File: config.mk
export PLATFORM = sky130hd
export DESIGN_NAME = word_list_filter
export DESIGN_NICKNAME = d
export VERILOG_FILES = /design/src/hw/rtl/wlf_pkg.sv /design/src/hw/rtl/word_list_filter.sv /design/src/hw/rtl/wlf_csr.sv /design/src/hw/rtl/wlf_track.sv /design/src/hw/rtl/wlf_rsp_buf.sv
export VERILOG_INCLUDE_DIRS = /design/src /design/src/hw/rtl
export SDC_FILE = /design/constraint.sdc
export NUM_CORES = 1
export LEC_CHECK = 0
export BUFFER_PORTS_ARGS = -buffer_cell sky130_fd_sc_hd__buf_2
export CAP_MARGIN = 20
export CORE_MARGIN = 5
export CORE_UTILIZATION = 40
export CTS_BUF_LIST = sky130_fd_sc_hd__clkbuf_2 sky130_fd_sc_hd__clkbuf_4 sky130_fd_sc_hd__clkbuf_8
export CTS_CLUSTER_SIZE = 8
export DETAILED_ROUTE_END_ITERATION = 16
export PLACE_DENSITY = 0.57
export SYNTH_ARGS = -nofsm -noshare
export SYNTH_HDL_FRONTEND = slang
export SYNTH_HIERARCHICAL = 1
export SYNTH_SLANG_ARGS = --single-unit
File: constraint.sdc
create_clock -name clock -period 7.06 [get_ports clock]
set_clock_uncertainty 0.2 [all_clocks]
set_input_delay 1.412 -clock clock [delete_from_list [all_inputs] [get_ports clock]]
set_output_delay 1.412 -clock clock [all_outputs]
set_load 0.02 [all_outputs]
File: src/hw/rtl/assert_macros.svh
// Assertion macros shared by the word filter RTL.
// No dependencies; included by modules that carry concurrent checks.
`ifndef ASSERT_MACROS_SVH
`define ASSERT_MACROS_SVH

// Implication or plain property checked on every rising edge outside reset.
`define WLF_ASSERT(label, clk, rst, prop, msg) \
   label: assert property (@(posedge clk) disable iff (rst) prop) else $error(msg);

// Property that must never become true outside reset.
`define WLF_ASSERT_NEVER(label, clk, rst, prop, msg) \
   label: assert property (@(posedge clk) disable iff (rst) !(prop)) else $error(msg);

`endif

File: src/hw/rtl/wlf_pkg.sv
// Package for the word filter: constants, register indexes and shared structs.
// No dependencies; used by every RTL module of the block.
package wlf_pkg;

   localparam int MAX_AFFIX    = 8;
   localparam int AFFIX_IDX_W  = $clog2(MAX_AFFIX);
   localparam int AFFIX_LEN_W  = 4;
   localparam int LEN_W        = 8;
   localparam int CSR_DATA_W   = 64;
   localparam int CSR_IDX_W    = 3;
   localparam int NUM_TESTS    = 5;
   localparam int SET_W        = 64;

   localparam logic [LEN_W-1:0] MAX_WORD_LEN = 8'd255;
   localparam logic [7:0]       END_OF_WORD  = 8'd10;

   // Register indexes on the configuration port
   localparam logic [CSR_IDX_W-1:0] CSR_TEST_ENABLES  = 3'd0;
   localparam logic [CSR_IDX_W-1:0] CSR_REQUIRED_SET  = 3'd1;
   localparam logic [CSR_IDX_W-1:0] CSR_ALLOWED_SET   = 3'd2;
   localparam logic [CSR_IDX_W-1:0] CSR_MIN_LENGTH    = 3'd3;
   localparam logic [CSR_IDX_W-1:0] CSR_MAX_LENGTH    = 3'd4;
   localparam logic [CSR_IDX_W-1:0] CSR_PREFIX_BYTES  = 3'd5;
   localparam logic [CSR_IDX_W-1:0] CSR_SUFFIX_BYTES  = 3'd6;
   localparam logic [CSR_IDX_W-1:0] CSR_AFFIX_LENGTHS = 3'd7;

   // Bit positions in test_enables and failed_tests
   localparam int TEST_REQUIRED = 0;
   localparam int TEST_ALLOWED  = 1;
   localparam int TEST_LENGTH   = 2;
   localparam int TEST_PREFIX   = 3;
   localparam int TEST_SUFFIX   = 4;

   typedef struct packed {
      logic [NUM_TESTS-1:0] test_enables;
      logic [SET_W-1:0]     required_set;
      logic [SET_W-1:0]     allowed_set;
      logic [LEN_W-1:0]     min_length;
      logic [LEN_W-1:0]     max_length;
      logic [63:0]          prefix_bytes;
      logic [63:0]          suffix_bytes;
      logic [7:0]           affix_lengths;
   } cfg_type;

   typedef struct packed {
      logic                 accepted;
      logic [LEN_W-1:0]     word_length;
      logic [NUM_TESTS-1:0] failed_tests;
   } result_type;

endpackage

File: src/hw/rtl/word_list_filter.sv
// Top level of the word filter: registers, word tracker and result buffer.
// Depends on wlf_pkg, wlf_csr, wlf_track and wlf_rsp_buf.
//
// Usage:
//  - req channel carries one text byte per transaction (req_char_byte).
//    A newline (10) ends the word; every other byte belongs to it.
//  - rsp channel carries one verdict per newline: rsp_accepted,
//    rsp_word_length (saturating at 255) and rsp_failed_tests.
//  - csr port writes the eight filter registers by index; write only
//    while no word verdict is outstanding.
//  - Throughput: one byte per cycle while req_stall is low. Each accepted
//    byte updates the running per-word flags.
//  - The verdict is registered in the result register when the newline
//    is accepted, or in the skid stage while the output is stalled.
//  - A result register plus a one-entry skid stage sit on the rsp side,
//    so bytes keep flowing while one verdict waits; req_stall rises only
//    when a second verdict is parked behind a stalled output.
//  - Reset (synchronous, active high) restores register defaults and
//    clears the word state and both result slots; no clearing pass.
module word_list_filter (
   input  logic                            clock,
   input  logic                            reset,
   input  logic                            req_valid,
   output logic                            req_stall,
   input  logic [7:0]                      req_char_byte,
   output logic                            rsp_valid,
   input  logic                            rsp_stall,
   output logic                            rsp_accepted,
   output logic [wlf_pkg::LEN_W-1:0]       rsp_word_length,
   output logic [wlf_pkg::NUM_TESTS-1:0]   rsp_failed_tests,
   input  logic                            csr_write,
   input  logic [wlf_pkg::CSR_IDX_W-1:0]   csr_index,
   input  logic [wlf_pkg::CSR_DATA_W-1:0]  csr_data
);

   wlf_pkg::cfg_type     cfg;
   wlf_pkg::result_type  verdict;
   wlf_pkg::result_type  rsp_data;
   logic                 req_accept;
   logic                 buf_full;
   logic                 push;

   assign req_stall  = buf_full;
   assign req_accept = req_valid && !req_stall;
   assign push       = req_accept && (req_char_byte == wlf_pkg::END_OF_WORD);

   wlf_csr u_csr (
      .clock     (clock),
      .reset     (reset),
      .csr_write (csr_write),
      .csr_index (csr_index),
      .csr_data  (csr_data),
      .cfg       (cfg)
   );

   wlf_track u_track (
      .clock       (clock),
      .reset       (reset),
      .cfg         (cfg),
      .byte_accept (req_accept),
      .char_byte   (req_char_byte),
      .verdict     (verdict)
   );

   wlf_rsp_buf u_rsp_buf (
      .clock     (clock),
      .reset     (reset),
      .push      (push),
      .push_data (verdict),
      .full      (buf_full),
      .rsp_valid (rsp_valid),
      .rsp_stall (rsp_stall),
      .rsp_data  (rsp_data)
   );

   assign rsp_accepted     = rsp_data.accepted;
   assign rsp_word_length  = rsp_data.word_length;
   assign rsp_failed_tests = rsp_data.failed_tests;

endmodule

File: src/hw/rtl/wlf_csr.sv
// Configuration register file of the word filter.
// Depends on wlf_pkg for register indexes and the cfg_type struct.
module wlf_csr (
   input  logic                              clock,
   input  logic                              reset,
   input  logic                              csr_write,
   input  logic [wlf_pkg::CSR_IDX_W-1:0]     csr_index,
   input  logic [wlf_pkg::CSR_DATA_W-1:0]    csr_data,
   output wlf_pkg::cfg_type                  cfg
);

   wlf_pkg::cfg_type cfg_ff, cfg_in;

   always_comb begin
      cfg_in = cfg_ff;
      if (csr_write) begin
         case (csr_index)
            wlf_pkg::CSR_TEST_ENABLES:
               cfg_in.test_enables = csr_data[wlf_pkg::NUM_TESTS-1:0];
            wlf_pkg::CSR_REQUIRED_SET:  cfg_in.required_set  = csr_data;
            wlf_pkg::CSR_ALLOWED_SET:   cfg_in.allowed_set   = csr_data;
            wlf_pkg::CSR_MIN_LENGTH:    cfg_in.min_length    = csr_data[wlf_pkg::LEN_W-1:0];
            wlf_pkg::CSR_MAX_LENGTH:    cfg_in.max_length    = csr_data[wlf_pkg::LEN_W-1:0];
            wlf_pkg::CSR_PREFIX_BYTES:  cfg_in.prefix_bytes  = csr_data;
            wlf_pkg::CSR_SUFFIX_BYTES:  cfg_in.suffix_bytes  = csr_data;
            wlf_pkg::CSR_AFFIX_LENGTHS: cfg_in.affix_lengths = csr_data[7:0];
            default: ;
         endcase
      end
   end

   always_ff @(posedge clock) begin
      if (reset) begin
         cfg_ff.test_enables  <= '0;
         cfg_ff.required_set  <= '0;
         cfg_ff.allowed_set   <= '1;
         cfg_ff.min_length    <= '0;
         cfg_ff.max_length    <= '1;
         cfg_ff.prefix_bytes  <= '0;
         cfg_ff.suffix_bytes  <= '0;
         cfg_ff.affix_lengths <= '0;
      end else begin
         cfg_ff <= cfg_in;
      end
   end

   assign cfg = cfg_ff;

endmodule

File: src/hw/rtl/wlf_track.sv
// Per-word running flags and the verdict logic evaluated at end of word.
// Depends on wlf_pkg for constants and the cfg_type / result_type structs.
module wlf_track (
   input  logic                   clock,
   input  logic                   reset,
   input  wlf_pkg::cfg_type       cfg,
   input  logic                   byte_accept,
   input  logic [7:0]             char_byte,
   output wlf_pkg::result_type    verdict
);

   logic [wlf_pkg::SET_W-1:0]  seen_ff, seen_in;
   logic                       all_ok_ff, all_ok_in;
   logic [wlf_pkg::LEN_W-1:0]  len_ff, len_in;
   logic                       pmatch_ff, pmatch_in;
   logic [7:0]                 recent_ff [wlf_pkg::MAX_AFFIX];
   logic [7:0]                 recent_in [wlf_pkg::MAX_AFFIX];

   logic [wlf_pkg::AFFIX_LEN_W-1:0] plen, slen;
   logic [wlf_pkg::LEN_W-1:0]       plen_ext, slen_ext;
   logic                            is_letter;
   logic [wlf_pkg::SET_W-1:0]       letter_bit;
   logic [7:0]                      prefix_char;
   logic                            suffix_ok;
   logic [wlf_pkg::NUM_TESTS-1:0]   raw_fail;

   always_comb begin
      plen = (cfg.affix_lengths[3:0] > wlf_pkg::AFFIX_LEN_W'(wlf_pkg::MAX_AFFIX))
             ? wlf_pkg::AFFIX_LEN_W'(wlf_pkg::MAX_AFFIX) : cfg.affix_lengths[3:0];
      slen = (cfg.affix_lengths[7:4] > wlf_pkg::AFFIX_LEN_W'(wlf_pkg::MAX_AFFIX))
             ? wlf_pkg::AFFIX_LEN_W'(wlf_pkg::MAX_AFFIX) : cfg.affix_lengths[7:4];
      plen_ext = wlf_pkg::LEN_W'(plen);
      slen_ext = wlf_pkg::LEN_W'(slen);
   end

   // Codes 64..127 map onto the 64-bit letter masks
   assign is_letter   = (char_byte[7:6] == 2'b01);
   assign letter_bit  = wlf_pkg::SET_W'(1) << char_byte[5:0];
   assign prefix_char = cfg.prefix_bytes[{len_ff[wlf_pkg::AFFIX_IDX_W-1:0], 3'b000} +: 8];

   always_comb begin
      seen_in   = seen_ff;
      all_ok_in = all_ok_ff;
      len_in    = len_ff;
      pmatch_in = pmatch_ff;
      for (int i = 0; i < wlf_pkg::MAX_AFFIX; i++) begin
         recent_in[i] = recent_ff[i];
      end
      if (byte_accept) begin
         if (char_byte == wlf_pkg::END_OF_WORD) begin
            seen_in   = '0;
            all_ok_in = 1'b1;
            len_in    = '0;
            pmatch_in = 1'b1;
            for (int i = 0; i < wlf_pkg::MAX_AFFIX; i++) begin
               recent_in[i] = '0;
            end
         end else begin
            if (is_letter) begin
               seen_in = seen_ff | letter_bit;
               if ((cfg.allowed_set & letter_bit) == '0) begin
                  all_ok_in = 1'b0;
               end
            end else begin
               all_ok_in = 1'b0;
            end
            if (len_ff < plen_ext && char_byte != prefix_char) begin
               pmatch_in = 1'b0;
            end
            recent_in[0] = char_byte;
            for (int i = 1; i < wlf_pkg::MAX_AFFIX; i++) begin
               recent_in[i] = recent_ff[i-1];
            end
            if (len_ff < wlf_pkg::MAX_WORD_LEN) begin
               len_in = len_ff + wlf_pkg::LEN_W'(1);
            end
         end
      end
   end

   always_ff @(posedge clock) begin
      if (reset) begin
         seen_ff   <= '0;
         all_ok_ff <= 1'b1;
         len_ff    <= '0;
         pmatch_ff <= 1'b1;
         for (int i = 0; i < wlf_pkg::MAX_AFFIX; i++) begin
            recent_ff[i] <= '0;
         end
      end else begin
         seen_ff   <= seen_in;
         all_ok_ff <= all_ok_in;
         len_ff    <= len_in;
         pmatch_ff <= pmatch_in;
         for (int i = 0; i < wlf_pkg::MAX_AFFIX; i++) begin
            recent_ff[i] <= recent_in[i];
         end
      end
   end

   // Verdict on the word held in the running flags; used on a newline
   always_comb begin
      suffix_ok = (len_ff >= slen_ext);
      for (int i = 0; i < wlf_pkg::MAX_AFFIX; i++) begin
         if (wlf_pkg::AFFIX_LEN_W'(i) < slen && recent_ff[i] != cfg.suffix_bytes[8*i +: 8]) begin
            suffix_ok = 1'b0;
         end
      end
      raw_fail = '0;
      raw_fail[wlf_pkg::TEST_REQUIRED] = ((cfg.required_set & ~seen_ff) != '0);
      raw_fail[wlf_pkg::TEST_ALLOWED]  = !all_ok_ff;
      raw_fail[wlf_pkg::TEST_LENGTH]   = (len_ff < cfg.min_length) || (len_ff > cfg.max_length);
      raw_fail[wlf_pkg::TEST_PREFIX]   = !pmatch_ff || (len_ff < plen_ext);
      raw_fail[wlf_pkg::TEST_SUFFIX]   = !suffix_ok;
      verdict.failed_tests = raw_fail & cfg.test_enables;
      verdict.accepted     = (verdict.failed_tests == '0);
      verdict.word_length  = len_ff;
   end

endmodule

File: src/hw/rtl/wlf_rsp_buf.sv
// Result register with a one-entry skid stage for the word filter.
// Depends on wlf_pkg for result_type and on assert_macros.svh for checks.
`include "assert_macros.svh"

module wlf_rsp_buf (
   input  logic                   clock,
   input  logic                   reset,
   input  logic                   push,
   input  wlf_pkg::result_type    push_data,
   output logic                   full,
   output logic                   rsp_valid,
   input  logic                   rsp_stall,
   output wlf_pkg::result_type    rsp_data
);

   logic                  out_valid_ff, out_valid_in;
   wlf_pkg::result_type   out_data_ff, out_data_in;
   logic                  skid_valid_ff, skid_valid_in;
   wlf_pkg::result_type   skid_data_ff, skid_data_in;
   logic                  out_free;

   // Output slot can load when empty or being taken this cycle
   assign out_free = !out_valid_ff || !rsp_stall;

   always_comb begin
      out_valid_in  = out_valid_ff;
      out_data_in   = out_data_ff;
      skid_valid_in = skid_valid_ff;
      skid_data_in  = skid_data_ff;
      if (out_free) begin
         if (skid_valid_ff) begin
            out_valid_in  = 1'b1;
            out_data_in   = skid_data_ff;
            skid_valid_in = 1'b0;
         end else begin
            out_valid_in = push;
            out_data_in  = push_data;
         end
      end else if (push) begin
         skid_valid_in = 1'b1;
         skid_data_in  = push_data;
      end
   end

   always_ff @(posedge clock) begin
      if (reset) begin
         out_valid_ff  <= 1'b0;
         skid_valid_ff <= 1'b0;
      end else begin
         out_valid_ff  <= out_valid_in;
         skid_valid_ff <= skid_valid_in;
      end
   end

   always_ff @(posedge clock) begin
      out_data_ff  <= out_data_in;
      skid_data_ff <= skid_data_in;
   end

   assign full      = skid_valid_ff;
   assign rsp_valid = out_valid_ff;
   assign rsp_data  = out_data_ff;

   `WLF_ASSERT(a_skid_behind_out, clock, reset, skid_valid_ff |-> out_valid_ff, "skid holds a result while output slot is empty")
   `WLF_ASSERT_NEVER(a_no_push_when_full, clock, reset, push && skid_valid_ff, "result pushed into a full buffer")
   `WLF_ASSERT(a_skid_drains, clock, reset, (skid_valid_ff && !rsp_stall) |=> (out_valid_ff && !skid_valid_ff), "skid entry not moved to output")
   `WLF_ASSERT(a_verdict_consistent, clock, reset, out_valid_ff |-> (out_data_ff.accepted == (out_data_ff.failed_tests == '0)), "accepted flag disagrees with failed tests")

endmodule
## Word-level counts from Yosys, hierarchy flattened

Memories as Yosys holds them, arrays and structs flattened.
Index checks and enable logic that the tools add are counted.

- Div/mod/pow operators: 0
- Reductions and logical operators: 41
- Bitwise gates (word level): 14
- Magnitude comparators: 15
- Add/subtract/negate cells: 1
- Mux-type cells: 34
- Equality and inequality tests: 19
- $mul: 0
- Shift-type cells: 2

Operators by type and width:

| kind | count |
|---|---|
| 64-bit 2-to-1 mux | 4 |
| 64-bit AND | 2 |
| 8-bit 2-to-1 mux | 10 |
| 8-bit inequality test | 9 |
| 64-bit logical NOT | 1 |
| 64-bit NOT | 1 |
| 64-bit bitwise OR | 1 |
| 64-bit nonzero test | 1 |
| 64-bit by 7-bit variable part select with 8-bit output | 1 |
| 1-bit by 6-bit left shift with 64-bit output, first input constant | 1 |
| 2-bit AND reduction | 13 |
| 1-bit 2-to-1 mux | 17 |
| 3-bit by 4-bit less-than comparator with 1-bit output, first input constant | 4 |
| 14-bit 2-to-1 mux | 1 |
| 3-bit == test, second input constant | 4 |
| 1-bit logical AND | 11 |
| 8-bit by 1-bit adder with 8-bit output, second input constant | 1 |
| 8-bit by 4-bit == test with 1-bit output, second input constant | 1 |
| 8-bit by 4-bit >= comparator with 1-bit output | 1 |
| 4-bit greater-than comparator, second input constant | 2 |
| 8-bit greater-than comparator | 1 |
| 1-bit by 4-bit less-than comparator with 1-bit output, first input constant | 2 |
| 2-bit by 4-bit less-than comparator with 1-bit output, first input constant | 2 |
| 8-bit by 4-bit less-than comparator with 1-bit output | 1 |
| 16 further kinds | 34 |

- Bits in registers: 389
- RAM bits: 64
- Output and inout bits: 16
- Memories: 1
- Input bits: 80
- Latch bits: 0
- Bits in read-only memories: 0

Memory list:

| name | depth | bits a word | read ports | clocked after memory_dff | write ports | RTL line | source |
|---|---|---|---|---|---|---|---|
| u_track.recent_ff | 8 | 8 | 8 | 0 | 8 | wlf_track.sv:16 | `logic [7:0] recent_ff [wlf_pkg::MAX_AFFIX];` |

## Longest topological paths before layout

- Word-level depth: 16
- Depth in mapped cells: 10
- Depth with buffers taken out: 9

## By module

The synthesis kept the hierarchy.

By module, submodules not included:

| module | times used | cells an instance | area each (sq um) | seq. area each (sq um) |
|---|---|---|---|---|
| wlf_csr | 1 | 1075 | 11350.9 | 5705.5 |
| wlf_track | 1 | 955 | 8139.1 | 2762.6 |
| wlf_rsp_buf | 1 | 51 | 1127.3 | 880.8 |
| word_list_filter | 1 | 4 | 42.5 | 0.0 |

## Worst setup path after synthesis

Ideal clock, no wire load.

- Kind: input to register
- From: input port req_char_byte[0]
- To: register u_track.all_ok_ff
- Stages on the path: 8
- Arrival: 2.968 ns
- Setup time: 0.131 ns
- Slack: 3.761 ns
- Path buffers: 2
- Cells stage by stage: buf_2 > clkbuf_1 > mux2_2 > nand3_1 > nand4_1 > or4_1 > nor4_1 > a31oi_1

- Cells in the longest elaborated chain, start to end: 5

RTL lines:

| element | RTL line | source |
|---|---|---|
| start: declaration | word_list_filter.sv:25 | `input logic [7:0] req_char_byte,` |
| 1-bit by 6-bit left shift with 64-bit output | wlf_track.sv:38 | `assign letter_bit = wlf_pkg::SET_W'(1) << char_byte[5:0];` |
| 64-bit AND | wlf_track.sv:61 | `if ((cfg.allowed_set & letter_bit) == '0) begin` |
| 64-bit logical NOT | wlf_track.sv:61 |  |
| 3-bit inequality test (no source line) | n/a |  |
| 2-bit AND reduction (no source line) | n/a |  |
| end signal: assignment | wlf_track.sv:92 | `all_ok_ff <= all_ok_in;` |
| end: declaration | wlf_track.sv:13 | `logic all_ok_ff, all_ok_in;` |

Parallel ways exist; a longest one is shown, timed or not.
A chain may end at the register's enable or synchronous reset.

==> results summary <==
The total internal power is around 0.0041 W. Setup violations remaining at the end of the flow were counted as 0. For this design the static power due to leakage is around 9.8 nW. Ranked by instance count, the synthesized netlist is headed by 425 x sky130_fd_sc_hd__dfxtp_1, 334 x sky130_fd_sc_hd__mux2i_1, 311 x sky130_fd_sc_hd__nand2b_1. The starting density of the core came out at 40.4%. The cell family contributing the most delay on the critical path is simple AND/OR/NAND/NOR gates. The final global-route overflow total is 0.

The main flop type after synthesis is sky130_fd_sc_hd__dfxtp_1. Summed over all layers, the routed wires come to 62700 um. The number of enable flip-flop cells after synthesis came out at 28. The flop-to-flop setup slack came out at 3.42 ns. The worst setup path is captured at a register. The count of antenna diodes in the layout is 0.

After the flow finishes, the layout carries non-filler instances totaling ~2900. The first-pass iteration count of the detailed router came out at 5. Derived from the worst setup path, the maximum achievable clock frequency is 274 MHz. The Yosys step of the flow raised 6 warnings.

The signal on the critical path passes through xor2_1, nor4_1, nand2_1, nor4_1, o22ai_1, or2_2, mux2_4. At the placement stage, the worst setup path has a slack of 2.82 ns. The number of DRC violations after detailed routing is 0. The final-report hold violation count is 0. STA classifies the critical path startpoint as a register.

The global router's overall resource usage came out at a little over a fifth. The fraction of power spent switching nets is 25.0%. The floorplan has 83 rows. The number of buffers added to fix hold violations after cts came out at 0. In this run the worst hold path is classified as reg2reg. The via count of the first global-routing pass was 14422. The die width came out at between 200 and 250 um.

The final hold slack is 0.266 ns. Sorting the synthesized cells by area gives the leading types as sky130_fd_sc_hd__dfxtp_1 41%, sky130_fd_sc_hd__mux2i_1 16%, sky130_fd_sc_hd__nand2b_1 9.4%. Counting flops and latches in the post-synthesis netlist gives around 450. IR analysis of the VDD net gives a maximum drop of around 0.00013 V. The number of nets produced by synthesis is between 2000 and 2500.

The wire length of the first global-routing pass is 92100 um. The setup path with the least slack is of type reg2reg. The number of nets with antenna violations after routing came out at 0.

Among all cell types in the netlist, the one instantiated most often is sky130_fd_sc_hd__dfxtp_1. The net switching component of the power is about 0.0014 W. The worst path in the final design needs a cycle of between 3 and 4 ns, including I/O delays and setup. The final cycle utilization of the critical path is between 50% and 60%. The signal arrival time at the worst endpoint is 3.83 ns. The total core area is approximately 0.051 mm2. The synthesized design spends more area on one cell type than any other, namely sky130_fd_sc_hd__dfxtp_1. The setup TNS after final layout is 0 ns. The final HPWL from detailed placement is roughly 45000 um. The slew at the pin closest to its max-slew limit is roughly 1.1 ns.

The overall die area is ~0.056 mm2. The largest driver fanout on the critical path is 3. In the post-route analysis, the smallest setup slack over all paths is 3.42 ns.

The buffer type at the clock tree root is sky130_fd_sc_hd__clkbuf_8. The pin count of the biggest net entering global routing came out at around 210. The number of placed cells counting well taps is around 2700.

Clock latency on the worst-skew pair, taken at its later pin, is around 0.65 ns. The count of cells resized by post-cts repair came out at 0. The I/O pin count is between 90 and 100. The share of the synthesized area in the top cell type came out at between 40% and 50%. The average detailed-routed wire length per instance came out at about 22 um. In this run the worst setup path begins at u_track/recent_ff[1][6]. The number of post-CTS setup repair buffers came out at 0. Data on the critical path is required at its endpoint by 7.24 ns. The power share of the combinational group is between 7 and 8%. The routability congestion estimate is 0.893.

The part of the Yosys area used for sequential elements came out at between 40% and 50%. The distinct cell type count after synthesis is 71. For this run, the share of the core covered by cells in the final layout is roughly 45%.

The via density per instance came out at roughly 5.2. The largest single stage delay on the critical path is between 0.8 and 0.9 ns. The number of antenna violations at the first check in global routing came out at 2. CTS saw about 450 sinks. The starting DRC count in detailed routing came out at about 1100.

Setup repair after global routing left no endpoint under its margin. The critical path contains buffers and inverters numbering 0 combined. TritonCTS built the clock tree. The run finished with clean final reports. TritonCTS created 75 clock buffers. The area growth from synthesis to layout is 11.4%.

The mapped cell area is about 0.021 mm2. The largest individual stage delay along the critical path comes from the cell sky130_fd_sc_hd__nor4_1. The count of final max-slew check failures is 0. The part of the power in the clock network came out at ~44%. Measured against its own limit, the worst slew margin works out to between 20% and 30%. The worst register-to-register path begins at u_track/recent_ff[1][6]. The proportion of power drawn by flip-flops and latches came out at between 40% and 50%. Max-cap violations in this run came to 0.

In this run the power density over the cells is ~240 mW/mm2. The proportion of register bits with asynchronous set or reset after synthesis came out at 0%. No sink is reached through more buffers than the 3 on the longest clock path.

Synthesis produced a netlist whose cell count is 2085. For this run, the post-layout net count is around 2200. The dominant cell type by count on the critical path is sky130_fd_sc_hd__nor4_1.

The worst hold path begins at u_track/seen_ff[58]. Cells with a size suffix above 1 make up 13.9% of the layout. The H-tree generated during clock tree synthesis spans 3 levels. In this run the mean area of a mapped cell was 9.91 um2. The via count is between 10000 and 15000. The clock slew at the register clock pins of the worst setup and hold paths is 0.06 ns. The vertical die dimension is 237 um. The count of buffers added on input and output ports is 95.
==> through the flow <==
stage | power (W) | area [um2]
floorplan | 0.00299 | 20700
global placement | 0.00314 | 21500
detailed placement | 0.00315 | 21500
CTS | 0.00557 | 23000
global route | 0.00570 | 23000
finish | 0.00552 | 23000
==> registers in the layout, indices dropped and copies added (netlist names) <==
signal / cells
u_track/recent_ff: 64
u_rsp_buf/rsp_valid: 1
u_rsp_buf/skid_data_ff: 14
u_track/pmatch_ff: 1
u_csr/cfg: 285
u_rsp_buf/rsp_data: 14
u_track/all_ok_ff: 1
u_rsp_buf/full: 1
u_track/len_ff: 8
u_track/seen_ff: 64
==> worst reg2reg max path: stages, from the launching register on <==
cell                      delay [ns]
sky130_fd_sc_hd__dfxtp_1        0.36
sky130_fd_sc_hd__xor2_1         0.18
sky130_fd_sc_hd__nor4_1         0.48
sky130_fd_sc_hd__nand2_1        0.29
sky130_fd_sc_hd__nor4_1         0.90
sky130_fd_sc_hd__o22ai_1        0.35
sky130_fd_sc_hd__or2_2          0.38
sky130_fd_sc_hd__mux2_4         0.26
==> cells in the final DEF (no fill, tap or decap), types with 41 or more instances in the layout <==
cell	count
sky130_fd_sc_hd__a21oi_1	100
sky130_fd_sc_hd__buf_2	94
sky130_fd_sc_hd__clkbuf_8	91
sky130_fd_sc_hd__dfxtp_1	425
sky130_fd_sc_hd__mux2i_1	334
sky130_fd_sc_hd__nand2b_1	311
sky130_fd_sc_hd__nand3_1	41
sky130_fd_sc_hd__nor2_1	266
sky130_fd_sc_hd__nor2b_1	57
sky130_fd_sc_hd__xor2_1	65
==> metal layers <==
layer	part of all wire, %	global-route usage, %
met5	0.019	0
met4	2.4	5.91
met3	5.6	4.33
met2	45	33.4
met1	47	30.4
==> power by group through the flow <==
stage / logic (W) / registers [W] / clock network [W]
floorplan: 0.000281 / 0.00270 / 0
global placement: 0.000424 / 0.00272 / 0
detailed placement: 0.000430 / 0.00272 / 0
CTS: 0.000431 / 0.00266 / 0.00247
global route: 0.000461 / 0.00267 / 0.00257
finish: 0.000433 / 0.00266 / 0.00242
==> logic make-up (layout without fill, tap and decap cells) <==
kind of cell,Yosys count,after routing,synth area share (%)
buffers and inverters,181,286,4.20
AOI/OAI and AO/OA,177,177,5.55
muxes,370,370,19.3
adders and majority gates,23,23,1.39
and+or+nand+nor,803,803,21.0
DFF,453,453,45.3
xor gates and xnor gates,78,78,3.31
==> final timing paths <==
kind                                 to  cells past startpoint
setup reg to reg  u_rsp_buf/rsp_data[4]                      7
hold / removal      u_track/seen_ff[58]                      2
setup / recovery  u_rsp_buf/rsp_data[4]                      7
hold reg to reg     u_track/seen_ff[58]                      2
==> layout make-up <==
cell class,count,area [um2]
Fill cell,4902,28200
Multi-Input combinational cell,1451,10500
Sequential cell,453,9350
Clock buffer,119,1460
Tap cell,680,851
Timing Repair Buffer,114,641
Inverter,41,154
Clock inverter,12,100
(Power assumes the default switching activity.)
